--- src/hw/rtl/cpf_pkg.sv ---
// Package for the CRC-16 packet framer: constants, queue entry type and the CRC update.
// No dependencies; every other file of the block imports it.
`timescale 1ns / 1ps
`default_nettype none

package cpf_pkg;

   localparam int unsigned QUEUE_DEPTH = 4;

   localparam logic [9:0]  MAX_PAYLOAD = 10'd512;
   localparam logic [9:0]  SHORT_MAX   = 10'd255;
   localparam logic [15:0] CRC_POLY    = 16'h1021;
   localparam logic [7:0]  START_SHORT = 8'd2;
   localparam logic [7:0]  START_LONG  = 8'd3;
   localparam logic [7:0]  END_BYTE    = 8'd3;
   localparam logic [7:0]  BYTE_MASK   = 8'hFF;

   typedef enum logic [1:0] {
      HDR_NONE,
      HDR_SHORT,
      HDR_LONG
   } hdr_type;

   typedef struct packed {
      hdr_type     hdr;
      logic [9:0]  length;
      logic [7:0]  data;
      logic        last;
      logic [15:0] crc;
   } entry_type;

   function automatic logic [15:0] cpf_crc_byte(input logic [15:0] crc_old,
                                                input logic [7:0]  data);
      logic [15:0] crc;
      crc = crc_old ^ {data, 8'h00};
      for (int i = 0; i < 8; i++) begin
         if (crc[15]) begin
            crc = {crc[14:0], 1'b0} ^ CRC_POLY;
         end else begin
            crc = {crc[14:0], 1'b0};
         end
      end
      return crc;
   endfunction

endpackage

`default_nettype wire

--- src/hw/rtl/crc16_packet_framer.sv ---
// Top level of the length-prefixed packet framer with CRC-16/XMODEM.
// Instantiates cpf_front, cpf_queue and cpf_back; depends on cpf_pkg.
//
// Usage: payload bytes enter on the req_ stream, one transfer per byte. The
// first byte of a packet also carries the packet length (1..1023). The rsp_
// stream carries the framed bytes: start byte 2 and a one-byte length for
// packets up to 255 bytes, else start byte 3 and a big-endian 16-bit length;
// then the payload, the big-endian CRC-16/XMODEM of the payload and end byte 3
// marked by rsp_tlast. Packets longer than 512 bytes and zero lengths are
// consumed without output.
// The first byte caused by an input transfer passes through the queue and the
// output register before it is presented on rsp_; it can transfer out at the next
// edge. The input side takes one byte per cycle while the queue has room; the
// output register sends one byte per cycle while rsp_tready is high, and since
// each packet adds header, CRC and end bytes, the output port sets sustained
// throughput.
// Reset clears packet state, empties the queue and clears the output valid flag.
// When the receiver stalls, the output byte holds, the queue fills and
// req_tready drops once QUEUE_DEPTH_P entries wait.
`timescale 1ns / 1ps
`default_nettype none

module crc16_packet_framer
   import cpf_pkg::*;
#(
   parameter int unsigned QUEUE_DEPTH_P = QUEUE_DEPTH
)
(
   input  wire logic        clock,
   input  wire logic        reset,
   input  wire logic        req_tvalid,
   output logic             req_tready,
   input  wire logic [23:0] req_tdata,   // [7:0] payload_byte, [17:8] payload_length
   output logic             rsp_tvalid,
   input  wire logic        rsp_tready,
   output logic [7:0]       rsp_tdata,   // [7:0] out_byte
   output logic             rsp_tlast    // frame_end
);

   logic      push, push_ready, pop, head_valid;
   entry_type push_entry, head_entry;

   cpf_front u_front (
      .clock      (clock),
      .reset      (reset),
      .in_valid   (req_tvalid),
      .in_ready   (req_tready),
      .in_byte    (req_tdata[7:0]),
      .in_length  (req_tdata[17:8]),
      .push       (push),
      .push_entry (push_entry),
      .push_ready (push_ready)
   );

   cpf_queue #(
      .DEPTH (QUEUE_DEPTH_P)
   ) u_queue (
      .clock      (clock),
      .reset      (reset),
      .push       (push),
      .push_entry (push_entry),
      .push_ready (push_ready),
      .pop        (pop),
      .head_valid (head_valid),
      .head_entry (head_entry)
   );

   cpf_back u_back (
      .clock      (clock),
      .reset      (reset),
      .head_valid (head_valid),
      .head_entry (head_entry),
      .pop        (pop),
      .out_valid  (rsp_tvalid),
      .out_ready  (rsp_tready),
      .out_byte   (rsp_tdata),
      .out_end    (rsp_tlast)
   );

endmodule

`default_nettype wire

--- src/hw/rtl/cpf_front.sv ---
// Front end of the framer: accepts payload bytes, tracks packet state and the running CRC.
// Pushes one queue entry per byte that produces output. Depends on cpf_pkg.
`timescale 1ns / 1ps
`default_nettype none

module cpf_front
   import cpf_pkg::*;
(
   input  wire logic       clock,
   input  wire logic       reset,
   input  wire logic       in_valid,
   output logic            in_ready,
   input  wire logic [7:0] in_byte,
   input  wire logic [9:0] in_length,
   output logic            push,
   output entry_type       push_entry,
   input  wire logic       push_ready
);

   logic [9:0]  rem_ff, rem_in;
   logic [15:0] crc_ff, crc_in;
   logic        drop_ff, drop_in;
   logic        accept;
   logic [9:0]  rem_dec;
   logic [9:0]  len_dec;
   logic [15:0] crc_new;

   assign in_ready = push_ready;
   assign accept   = in_valid & in_ready;
   assign rem_dec  = rem_ff - 10'd1;
   assign len_dec  = in_length - 10'd1;
   assign crc_new  = cpf_crc_byte((rem_ff == 10'd0) ? 16'h0000 : crc_ff, in_byte);

   always_comb begin
      rem_in            = rem_ff;
      crc_in            = crc_ff;
      drop_in           = drop_ff;
      push              = 1'b0;
      push_entry.hdr    = HDR_NONE;
      push_entry.length = in_length;
      push_entry.data   = in_byte;
      push_entry.last   = 1'b0;
      push_entry.crc    = crc_new;
      if (accept) begin
         if (rem_ff == 10'd0) begin
            drop_in = 1'b0;
            if (in_length == 10'd0) begin
               rem_in = 10'd0;
            end else if (in_length > MAX_PAYLOAD) begin
               rem_in  = len_dec;
               drop_in = (len_dec != 10'd0);
            end else begin
               push            = 1'b1;
               push_entry.hdr  = (in_length <= SHORT_MAX) ? HDR_SHORT : HDR_LONG;
               push_entry.last = (len_dec == 10'd0);
               rem_in          = len_dec;
               crc_in          = (len_dec == 10'd0) ? 16'h0000 : crc_new;
            end
         end else if (drop_ff) begin
            rem_in  = rem_dec;
            drop_in = (rem_dec != 10'd0);
         end else begin
            push            = 1'b1;
            push_entry.last = (rem_dec == 10'd0);
            rem_in          = rem_dec;
            crc_in          = (rem_dec == 10'd0) ? 16'h0000 : crc_new;
         end
      end
   end

   always_ff @(posedge clock) begin
      if (reset) begin
         rem_ff  <= 10'd0;
         crc_ff  <= 16'h0000;
         drop_ff <= 1'b0;
      end else begin
         rem_ff  <= rem_in;
         crc_ff  <= crc_in;
         drop_ff <= drop_in;
      end
   end

endmodule

`default_nettype wire

--- src/hw/rtl/cpf_queue.sv ---
// Short register queue between the framer front and back ends.
// Holds entry_type items from cpf_pkg; depth set by parameter.
`timescale 1ns / 1ps
`default_nettype none

module cpf_queue
   import cpf_pkg::*;
#(
   parameter int unsigned DEPTH = QUEUE_DEPTH
)
(
   input  wire logic  clock,
   input  wire logic  reset,
   input  wire logic  push,
   input  entry_type  push_entry,
   output logic       push_ready,
   input  wire logic  pop,
   output logic       head_valid,
   output entry_type  head_entry
);

   localparam int unsigned PTR_W = (DEPTH > 1) ? $clog2(DEPTH) : 1;
   localparam int unsigned CNT_W = $clog2(DEPTH + 1);
   localparam logic [PTR_W-1:0] PTR_LAST = PTR_W'(DEPTH - 1);
   localparam logic [CNT_W-1:0] CNT_FULL = CNT_W'(DEPTH);

   entry_type        slot_ff [DEPTH];
   logic [PTR_W-1:0] wr_ptr_ff, wr_ptr_in;
   logic [PTR_W-1:0] rd_ptr_ff, rd_ptr_in;
   logic [CNT_W-1:0] count_ff, count_in;
   logic             do_push, do_pop;

   assign push_ready = (count_ff != CNT_FULL);
   assign head_valid = (count_ff != '0);
   assign head_entry = slot_ff[rd_ptr_ff];
   assign do_push    = push & push_ready;
   assign do_pop     = pop & head_valid;

   always_comb begin
      wr_ptr_in = wr_ptr_ff;
      rd_ptr_in = rd_ptr_ff;
      count_in  = count_ff;
      if (do_push) begin
         wr_ptr_in = (wr_ptr_ff == PTR_LAST) ? '0 : wr_ptr_ff + PTR_W'(1);
      end
      if (do_pop) begin
         rd_ptr_in = (rd_ptr_ff == PTR_LAST) ? '0 : rd_ptr_ff + PTR_W'(1);
      end
      case ({do_push, do_pop})
         2'b10:   count_in = count_ff + CNT_W'(1);
         2'b01:   count_in = count_ff - CNT_W'(1);
         default: count_in = count_ff;
      endcase
   end

   always_ff @(posedge clock) begin
      if (reset) begin
         wr_ptr_ff <= '0;
         rd_ptr_ff <= '0;
         count_ff  <= '0;
      end else begin
         wr_ptr_ff <= wr_ptr_in;
         rd_ptr_ff <= rd_ptr_in;
         count_ff  <= count_in;
      end
   end

   always_ff @(posedge clock) begin
      if (do_push) begin
         slot_ff[wr_ptr_ff] <= push_entry;
      end
   end

endmodule

`default_nettype wire

--- src/hw/rtl/cpf_back.sv ---
// Back end of the framer: expands each queue entry into its payload byte, plus the header
// on a first entry, CRC and end bytes on a last. Registered output; depends on cpf_pkg.
`timescale 1ns / 1ps
`default_nettype none

module cpf_back
   import cpf_pkg::*;
(
   input  wire logic  clock,
   input  wire logic  reset,
   input  wire logic  head_valid,
   input  entry_type  head_entry,
   output logic       pop,
   output logic       out_valid,
   input  wire logic  out_ready,
   output logic [7:0] out_byte,
   output logic       out_end
);

   logic [2:0] step_ff, step_in;
   logic       valid_ff, valid_in;
   logic [7:0] byte_ff, byte_in;
   logic       end_ff, end_in;
   logic       load;
   logic [2:0] hdr_cnt;
   logic [2:0] last_step;
   logic [2:0] rel;
   logic [7:0] sel_byte;
   logic       sel_end;

   always_comb begin
      case (head_entry.hdr)
         HDR_SHORT: hdr_cnt = 3'd2;
         HDR_LONG:  hdr_cnt = 3'd3;
         default:   hdr_cnt = 3'd0;
      endcase
   end

   assign last_step = hdr_cnt + (head_entry.last ? 3'd3 : 3'd0);
   assign rel       = step_ff - hdr_cnt;
   assign load      = head_valid & (~valid_ff | out_ready);
   assign pop       = load & (step_ff == last_step);

   always_comb begin
      sel_end = 1'b0;
      if (step_ff < hdr_cnt) begin
         if (step_ff == 3'd0) begin
            sel_byte = (head_entry.hdr == HDR_LONG) ? START_LONG : START_SHORT;
         end else if (step_ff == 3'd1 && head_entry.hdr == HDR_LONG) begin
            sel_byte = {6'd0, head_entry.length[9:8]};
         end else begin
            sel_byte = head_entry.length[7:0] & BYTE_MASK;
         end
      end else begin
         case (rel)
            3'd0:    sel_byte = head_entry.data;
            3'd1:    sel_byte = head_entry.crc[15:8];
            3'd2:    sel_byte = head_entry.crc[7:0];
            default: begin
               sel_byte = END_BYTE;
               sel_end  = 1'b1;
            end
         endcase
      end
   end

   always_comb begin
      step_in  = step_ff;
      valid_in = valid_ff;
      byte_in  = byte_ff;
      end_in   = end_ff;
      if (load) begin
         valid_in = 1'b1;
         byte_in  = sel_byte;
         end_in   = sel_end;
         step_in  = pop ? 3'd0 : step_ff + 3'd1;
      end else if (out_ready) begin
         valid_in = 1'b0;
      end
   end

   always_ff @(posedge clock) begin
      if (reset) begin
         step_ff  <= 3'd0;
         valid_ff <= 1'b0;
      end else begin
         step_ff  <= step_in;
         valid_ff <= valid_in;
      end
   end

   always_ff @(posedge clock) begin
      byte_ff <= byte_in;
      end_ff  <= end_in;
   end

   assign out_valid = valid_ff;
   assign out_byte  = byte_ff;
   assign out_end   = end_ff;

endmodule

`default_nettype wire

--- config.mk ---
export PLATFORM = sky130hd
export DESIGN_NAME = crc16_packet_framer
export DESIGN_NICKNAME = d
export VERILOG_FILES = /design/src/hw/rtl/cpf_pkg.sv /design/src/hw/rtl/crc16_packet_framer.sv /design/src/hw/rtl/cpf_front.sv /design/src/hw/rtl/cpf_queue.sv /design/src/hw/rtl/cpf_back.sv
export SDC_FILE = /design/constraint.sdc
export NUM_CORES = 1
export LEC_CHECK = 0
export ABC_CLOCK_PERIOD_IN_PS = 10700
export BUFFER_PORTS_ARGS = -buffer_cell sky130_fd_sc_hd__clkbuf_2
export CAP_MARGIN = 20
export CORE_MARGIN = 8
export CORE_UTILIZATION = 53
export DETAILED_ROUTE_END_ITERATION = 8
export PLACE_DENSITY = 0.71
export SLEW_MARGIN = 10
export SYNTH_ARGS = -nofsm -noshare
export SYNTH_HDL_FRONTEND = slang
export SYNTH_SLANG_ARGS = --single-unit
--- constraint.sdc ---
create_clock -name clock -period 10.7 [get_ports clock]
set_input_delay 2.14 -clock clock [delete_from_list [all_inputs] [get_ports clock]]
set_output_delay 2.14 -clock clock [all_outputs]
set_load 0.05 [all_outputs]
Word-level counts from Yosys, hierarchy flattened. Memories as Yosys holds them, arrays and structs flattened. A register that Yosys moved wholly into a read port is not among the register bits. Index checks and enable logic that the tools add are counted.

Register bits: 47. Memories: 1. Bits in read-only memories: 0. RAM bits: 148. Word-level logic and storage cells: 121. Bits in latches: 0.

Memories: u_queue.slot_ff (words 4, bits a word 37, read ports 1, clocked after memory_dff 1, write ports 1, RTL line cpf_queue.sv:27) `entry_type slot_ff [DEPTH];`.

Bitwise logic cells: 16. Add/subtract/negate cells: 9. Shifts and indexed selects: 0. Equality and inequality tests: 14. Div/mod/pow operators: 0. Mux-type cells: 54. Reduce and logical (&&, ||, !) cells: 14. $mul: 0. Magnitude comparators: 3.

Operators by type and width (number): 2-to-1 mux 16 bit (7); 2-to-1 mux 13 bit (8); zero test 10 bit (4); 2-to-1 mux 8 bit (3); inverter 3 bit (8); case mux 8 bit (3 select lines) (1); 2-to-1 mux 1 bit (20); 2-to-1 mux 10 bit (2); 2-to-1 mux 2 bit (10); nonzero test 10 bit (2); subtractor 10 x 1 -> 10 bit, second input constant (2); bitwise XOR 16 bit (1); > comparator 10 bit, second input constant (1); less-or-equal comparator 10 x 8 -> 1 bit, second input constant (1); == test 2 bit, second input constant (4); adder 3 x 1 -> 3 bit, second input constant (2); == test 3 x 1 -> 1 bit, second input constant (2); zero test 3 bit (2); inequality test 2 bit, second input constant (3); case mux 3 bit (2 select lines) (1); bitwise AND 1 bit (5); adder 2 x 1 -> 2 bit, second input constant (2); == test 2 x 1 -> 1 bit, second input constant (2); case mux 2 bit (2 select lines) (1); 15 further kinds (16).

Logic depth before layout (Yosys ltp).
Depth in word-level cells: 23. Gate-level depth with buffers: 18.

Hierarchy. From an unflattened synthesis, not the netlist that was laid out.

Cell total of the unflattened synthesis: 679. Area total of the unflattened synthesis: 9342.7 µm².

By module, submodules not included: cpf_queue (area each 5825.6 µm², cells an instance 245, instances 1, seq. area each 4624.4 µm²); cpf_front (area each 2467.4 µm², cells an instance 323, instances 1, seq. area each 540.5 µm²); cpf_back (area each 1049.8 µm², cells an instance 111, instances 1, seq. area each 350.3 µm²).

Worst setup path after synthesis. Ideal clock, no wire load.

Kind: input to register. Start: in req_tdata[12]. End: reg u_queue.count_ff[2]. Required time: 10.629 ns. Path slack: 5.773 ns. Stages: 12. Arrival: 4.856 ns. Cells stage by stage: or4_4 > or4_4 > nand4_4 > nand2_4 > clkinv_4 > buf_12 > ha_1 > inv_1 > fa_1 > xor2_1 > or3_1 > a21oi_1.

Word-level cells in the longest chain between the ends: 8. Elaborated cells between the ends (all ways): 11. Classes of those cells: order compare: 1; eq/ne: 2; mux: 5; bitwise: 1; reduce/logical: 2.

Ends and longest elaborated chain: start, declared (RTL line crc16_packet_framer.sv:33) `input wire logic [23:0] req_tdata,`; > comparator 10 bit (RTL line cpf_front.sv:49) `end else if (in_length > MAX_PAYLOAD) begin`; 2-to-1 mux 1 bit (RTL line cpf_front.sv:49); 2-to-1 mux 1 bit (*) (RTL line cpf_front.sv:47) `if (in_length == 10'd0) begin`; 2-to-1 mux 1 bit (*) (RTL line cpf_front.sv:45) `if (rem_ff == 10'd0) begin`; 2-to-1 mux 1 bit (*) (RTL line cpf_front.sv:44) `if (accept) begin`; bitwise AND 1 bit (*) (RTL line cpf_queue.sv:36) `assign do_push = push & push_ready;`; == test 2 x 1 -> 1 bit or == test 2 bit (tied branches) (RTL line cpf_queue.sv:49) `case ({do_push, do_pop})`; case mux 3 bit (2 select lines) or nonzero test 2 bit (tied branches); end signal, assigned (RTL line cpf_queue.sv:64) `count_ff <= count_in;`; end, declared (RTL line cpf_queue.sv:30) `logic [CNT_W-1:0] count_ff, count_in;`.

Mark *: on every way between the ends. The rest lies on a longest branch, timed or not. A chain may end at the register's enable or synchronous reset.

==> key figures <==
Clocking
  • Clk_lat worst skew: 0.43 ns
  • Setup Fix Bufs, Post-CTS: 0
  • CTS Hold Buffers Added: 0
  • Clk root buf: clkbuf_16
  • CTS sink cnt: 197
  • CTS tree: done
  • CTS resizes: 0
  • CTS Buf Count: 17
  • Reg clk slew, reported paths: 0.07 ns
  • Clock tree buffer depth: 2
  • H-Tree Level Count: 4

Place
  • I/O Buffers: 32
  • Post-DP Area: 9358 um^2
  • # placed instances: 865
  • HPWL after detailed placement: 11890 um
  • Gpl congestion: 0.8210
  • Pre-CTS WS: 5.255 ns

Hold path
  • Hold path depth: 2
  • Hold Path Class: reg -> reg

STA
  • Hold Slack: 0.4771 ns
  • Period utilization: 0.4758
  • Fin crit period: 5.091 ns
  • # setup viols final: 0
  • Final setup margin: 5.609 ns
  • Clock skew: 0.008315 ns
  • Hold Vio Cnt, Final: 0
  • RSZ-0062 raised after global routing: false
  • Setup TNS: 0 ns
  • Worst rel slew slack: 0.2691
  • Final max-slew violation count: 0
  • Fmax: 196.4 MHz
  • Worst-Margin Slew: 1.096 ns

Drt
  • DR DRC count: 0
  • Avg WL per Cell: 20.35 um
  • Pre-antenna DRT Iters: 5
  • DR iter-0 viols: 521
  • Vias: 5338
  • Post-route ant nets: 0
  • Routed wire length: 18240 um
  • Via-to-Cell Ratio: 5.958

Power
  • Pwr dens: 326.2 nW/um^2
  • Reg power frac: 0.393
  • Total Power: 3.234 mW
  • Sw Share: 0.3895
  • Pleak: 3.348 nW
  • Clk network pwr share: 0.187
  • Comb pwr share: 0.420
  • Net Switching: 1.259 mW
  • Peak supply drop: 188.2 uV
  • P_int: 1.974 mW

Finish
  • Layout Nets: 713
  • Area Growth Syn to Fin: 10.07%
  • Post-route cell area: 9913 um^2
  • Util after Layout: 0.5978
  • Register area: 5517 um^2
  • Layout cells sized above 1: 0.2071
  • Multi-input logic area: 3236 um^2
  • Inserted Diodes: 0
  • # fillers: 1296
  • Final Non-Filler Cells: 896

Global route
  • Routing usage on met3: 0.03585
  • Routing usage on met1: 0.2220
  • GRT Overall Usage: 0.1762
  • First-pass GRT wire length: 29490 um
  • Grt met2 use: 0.2958
  • Pin count of the biggest net entering global routing: 43
  • Global route overflow: 0
  • Vias in the first global route: 5516
  • Global-route layer with the greatest usage: met2
  • Initial antenna violation count: 0

Floorplan
  • Die ar.: 21420 um^2
  • Initial Util: 0.5431
  • FP Rows: 47
  • Chip height: 146.4 um
  • Die width: 146.4 um
  • Ports: 39
  • Core ar.: 16580 um^2

Yosys
  • Synthesized area: 9006 um^2
  • Top_reg_cell synth: edfxtp_1
  • Number of library cell types mapped by synthesis: 68
  • Gate count of the mapped netlist: 636
  • Synthesized area per cell: 14.16 um^2
  • Async SR Flop Fraction: 0
  • Post-synthesis sequential area ratio: 0.6124
  • YS warnings: 0
  • Post-Syn Nets: 685
  • Number of synthesized flops with an enable pin: 157
  • #FFs+latches synth: 197

Worst setup path
  • Req. time, crit path: 11.06 ns
  • Critical-path maximum fanout: 27
  • Arr. time, crit path: 5.45 ns
  • Worst r2r path cells: 17
  • Critical path class: reg -> reg
  • Crit path launch type: flop
  • Crit end category: flop

Run
  • Max_cap viols: 0

Run status
  • Outcome: finished clean
==> area by class of cell <==
cell class	count	share of cell area
Clock inverter	13	0.01275
Clock buffer	18	0.04329
Tap cell	220	0.02777
Inverter	32	0.01262
Timing Repair Buffer	38	0.02070
Sequential cell	197	0.5565
Multi-Input combinational cell	378	0.3264
==> synth_stat cells (2+ instances only) <==
| cell | count | share of area |
|---|---|---|
| ha_1 | 18 | 0.025 |
| nand4b_1 | 3 | 0.0029 |
| buf_2 | 8 | 0.0044 |
| a22oi_1 | 2 | 0.0017 |
| mux2i_1 | 6 | 0.0067 |
| o221ai_1 | 4 | 0.0039 |
| mux2_2 | 2 | 0.0025 |
| mux4_2 | 37 | 0.093 |
| inv_1 | 31 | 0.013 |
| o22ai_1 | 11 | 0.0076 |
| o21ai_0 | 13 | 0.0072 |
| and4b_1 | 2 | 0.0022 |
| nand3b_1 | 5 | 0.0042 |
| and2_1 | 7 | 0.0049 |
| a31o_1 | 2 | 0.0019 |
| clkbuf_1 | 19 | 0.0079 |
| edfxtp_1 | 157 | 0.52 |
| xnor2_1 | 30 | 0.029 |
| a31o_2 | 2 | 0.0019 |
| nor3_1 | 14 | 0.0078 |
| a211oi_1 | 2 | 0.0017 |
| nor2_1 | 39 | 0.016 |
| a211oi_2 | 2 | 0.0028 |
| or4_4 | 2 | 0.0025 |
| a21oi_1 | 31 | 0.017 |
| a21oi_2 | 6 | 0.0058 |
| fa_1 | 3 | 0.0067 |
| o2111ai_1 | 9 | 0.0088 |
| nand2_2 | 5 | 0.0035 |
| or3_1 | 5 | 0.0035 |
| nand2_1 | 41 | 0.017 |
| nor4_1 | 4 | 0.0028 |
| nor4b_1 | 2 | 0.0019 |
| xor2_1 | 26 | 0.025 |
| nand3_1 | 9 | 0.0050 |
| o31ai_1 | 5 | 0.0042 |
| nand2b_1 | 2 | 0.0014 |
| dfxtp_1 | 40 | 0.089 |
==> metal layers <==
metal | routed length [um] | up-vias
met2 | 9253 | 144
met4 | 310 | 0
met3 | 857 | 25
met1 | 7816 | 2701
li1 | - | 2468
met5 | 0 | -
==> state kept, by name (all words and copies together) (netlist names), named ones only <==
signal,flops
u_back.out_byte,8
u_back.out_end,1
u_back.out_valid,1
u_back.step_ff,3
u_front.crc_ff,16
u_front.drop_ff,1
u_front.rem_ff,10
u_queue.count_ff,3
u_queue.rd_ptr_ff,2
u_queue.slot_ff,148
u_queue.wr_ptr_ff,2
==> worst max-delay path, cell delays in order, from the launching register on <==
cell,delay [ns]
dfxtp_2,0.58
buf_4,0.56
mux4_2,0.58
inv_1,0.07
ha_1,0.28
ha_1,0.18
inv_1,0.04
fa_1,0.45
xnor2_1,0.14
nor3_1,0.44
nand2_1,0.27
inv_1,0.14
ha_1,0.20
inv_1,0.06
fa_1,0.38
xor2_1,0.17
or3_1,0.31
a21oi_1,0.14
==> power by group through the flow <==
| stage | combinational [mW] | clock, mW | sequential, mW |
|---|---|---|---|
| final | 1.36 | 0.604 | 1.27 |
| after global routing | 1.48 | 0.640 | 1.29 |
| after CTS | 1.36 | 0.611 | 1.27 |
| after detailed placement | 1.35 | 0 | 1.29 |
| after global placement | 1.32 | 0 | 1.27 |
| after floorplan | 0.975 | 0 | 1.32 |
==> cell usage in the layout, fill, tap and decap left out, types with 5 or more instances in the layout <==
cell type	n
or3_1	5
xor2_1	26
nor2_1	39
buf_4	6
nand2_1	41
o22ai_1	11
clkbuf_16	17
nor3_1	14
nand3b_1	5
nand2_2	5
a21oi_2	6
mux4_2	37
dfxtp_1	39
o2111ai_1	9
nand3_1	9
a21oi_1	31
o21ai_0	13
o31ai_1	5
edfxtp_1	157
clkbuf_2	32
mux2i_1	6
ha_1	18
inv_1	31
xnor2_1	30
==> cell families after synthesis <==
group / synth area share
AOI/OAI and AO/OA: 0.07863
xor gates and xnor gates: 0.05446
buffers and inverters: 0.02890
and+or+nand+nor: 0.09225
adders and majority gates: 0.03168
DFF: 0.6124
muxes: 0.1017
==> path summary, 6_finish.rpt <==
check	from	end	slack, ns
max	flop	u_queue.count_ff[2]	5.61
min	u_back.out_valid	u_back.out_valid	0.48
max reg2reg	flop	u_queue.count_ff[2]	5.61
min reg2reg	u_back.out_valid	u_back.out_valid	0.48
(Power assumes the default switching activity.)
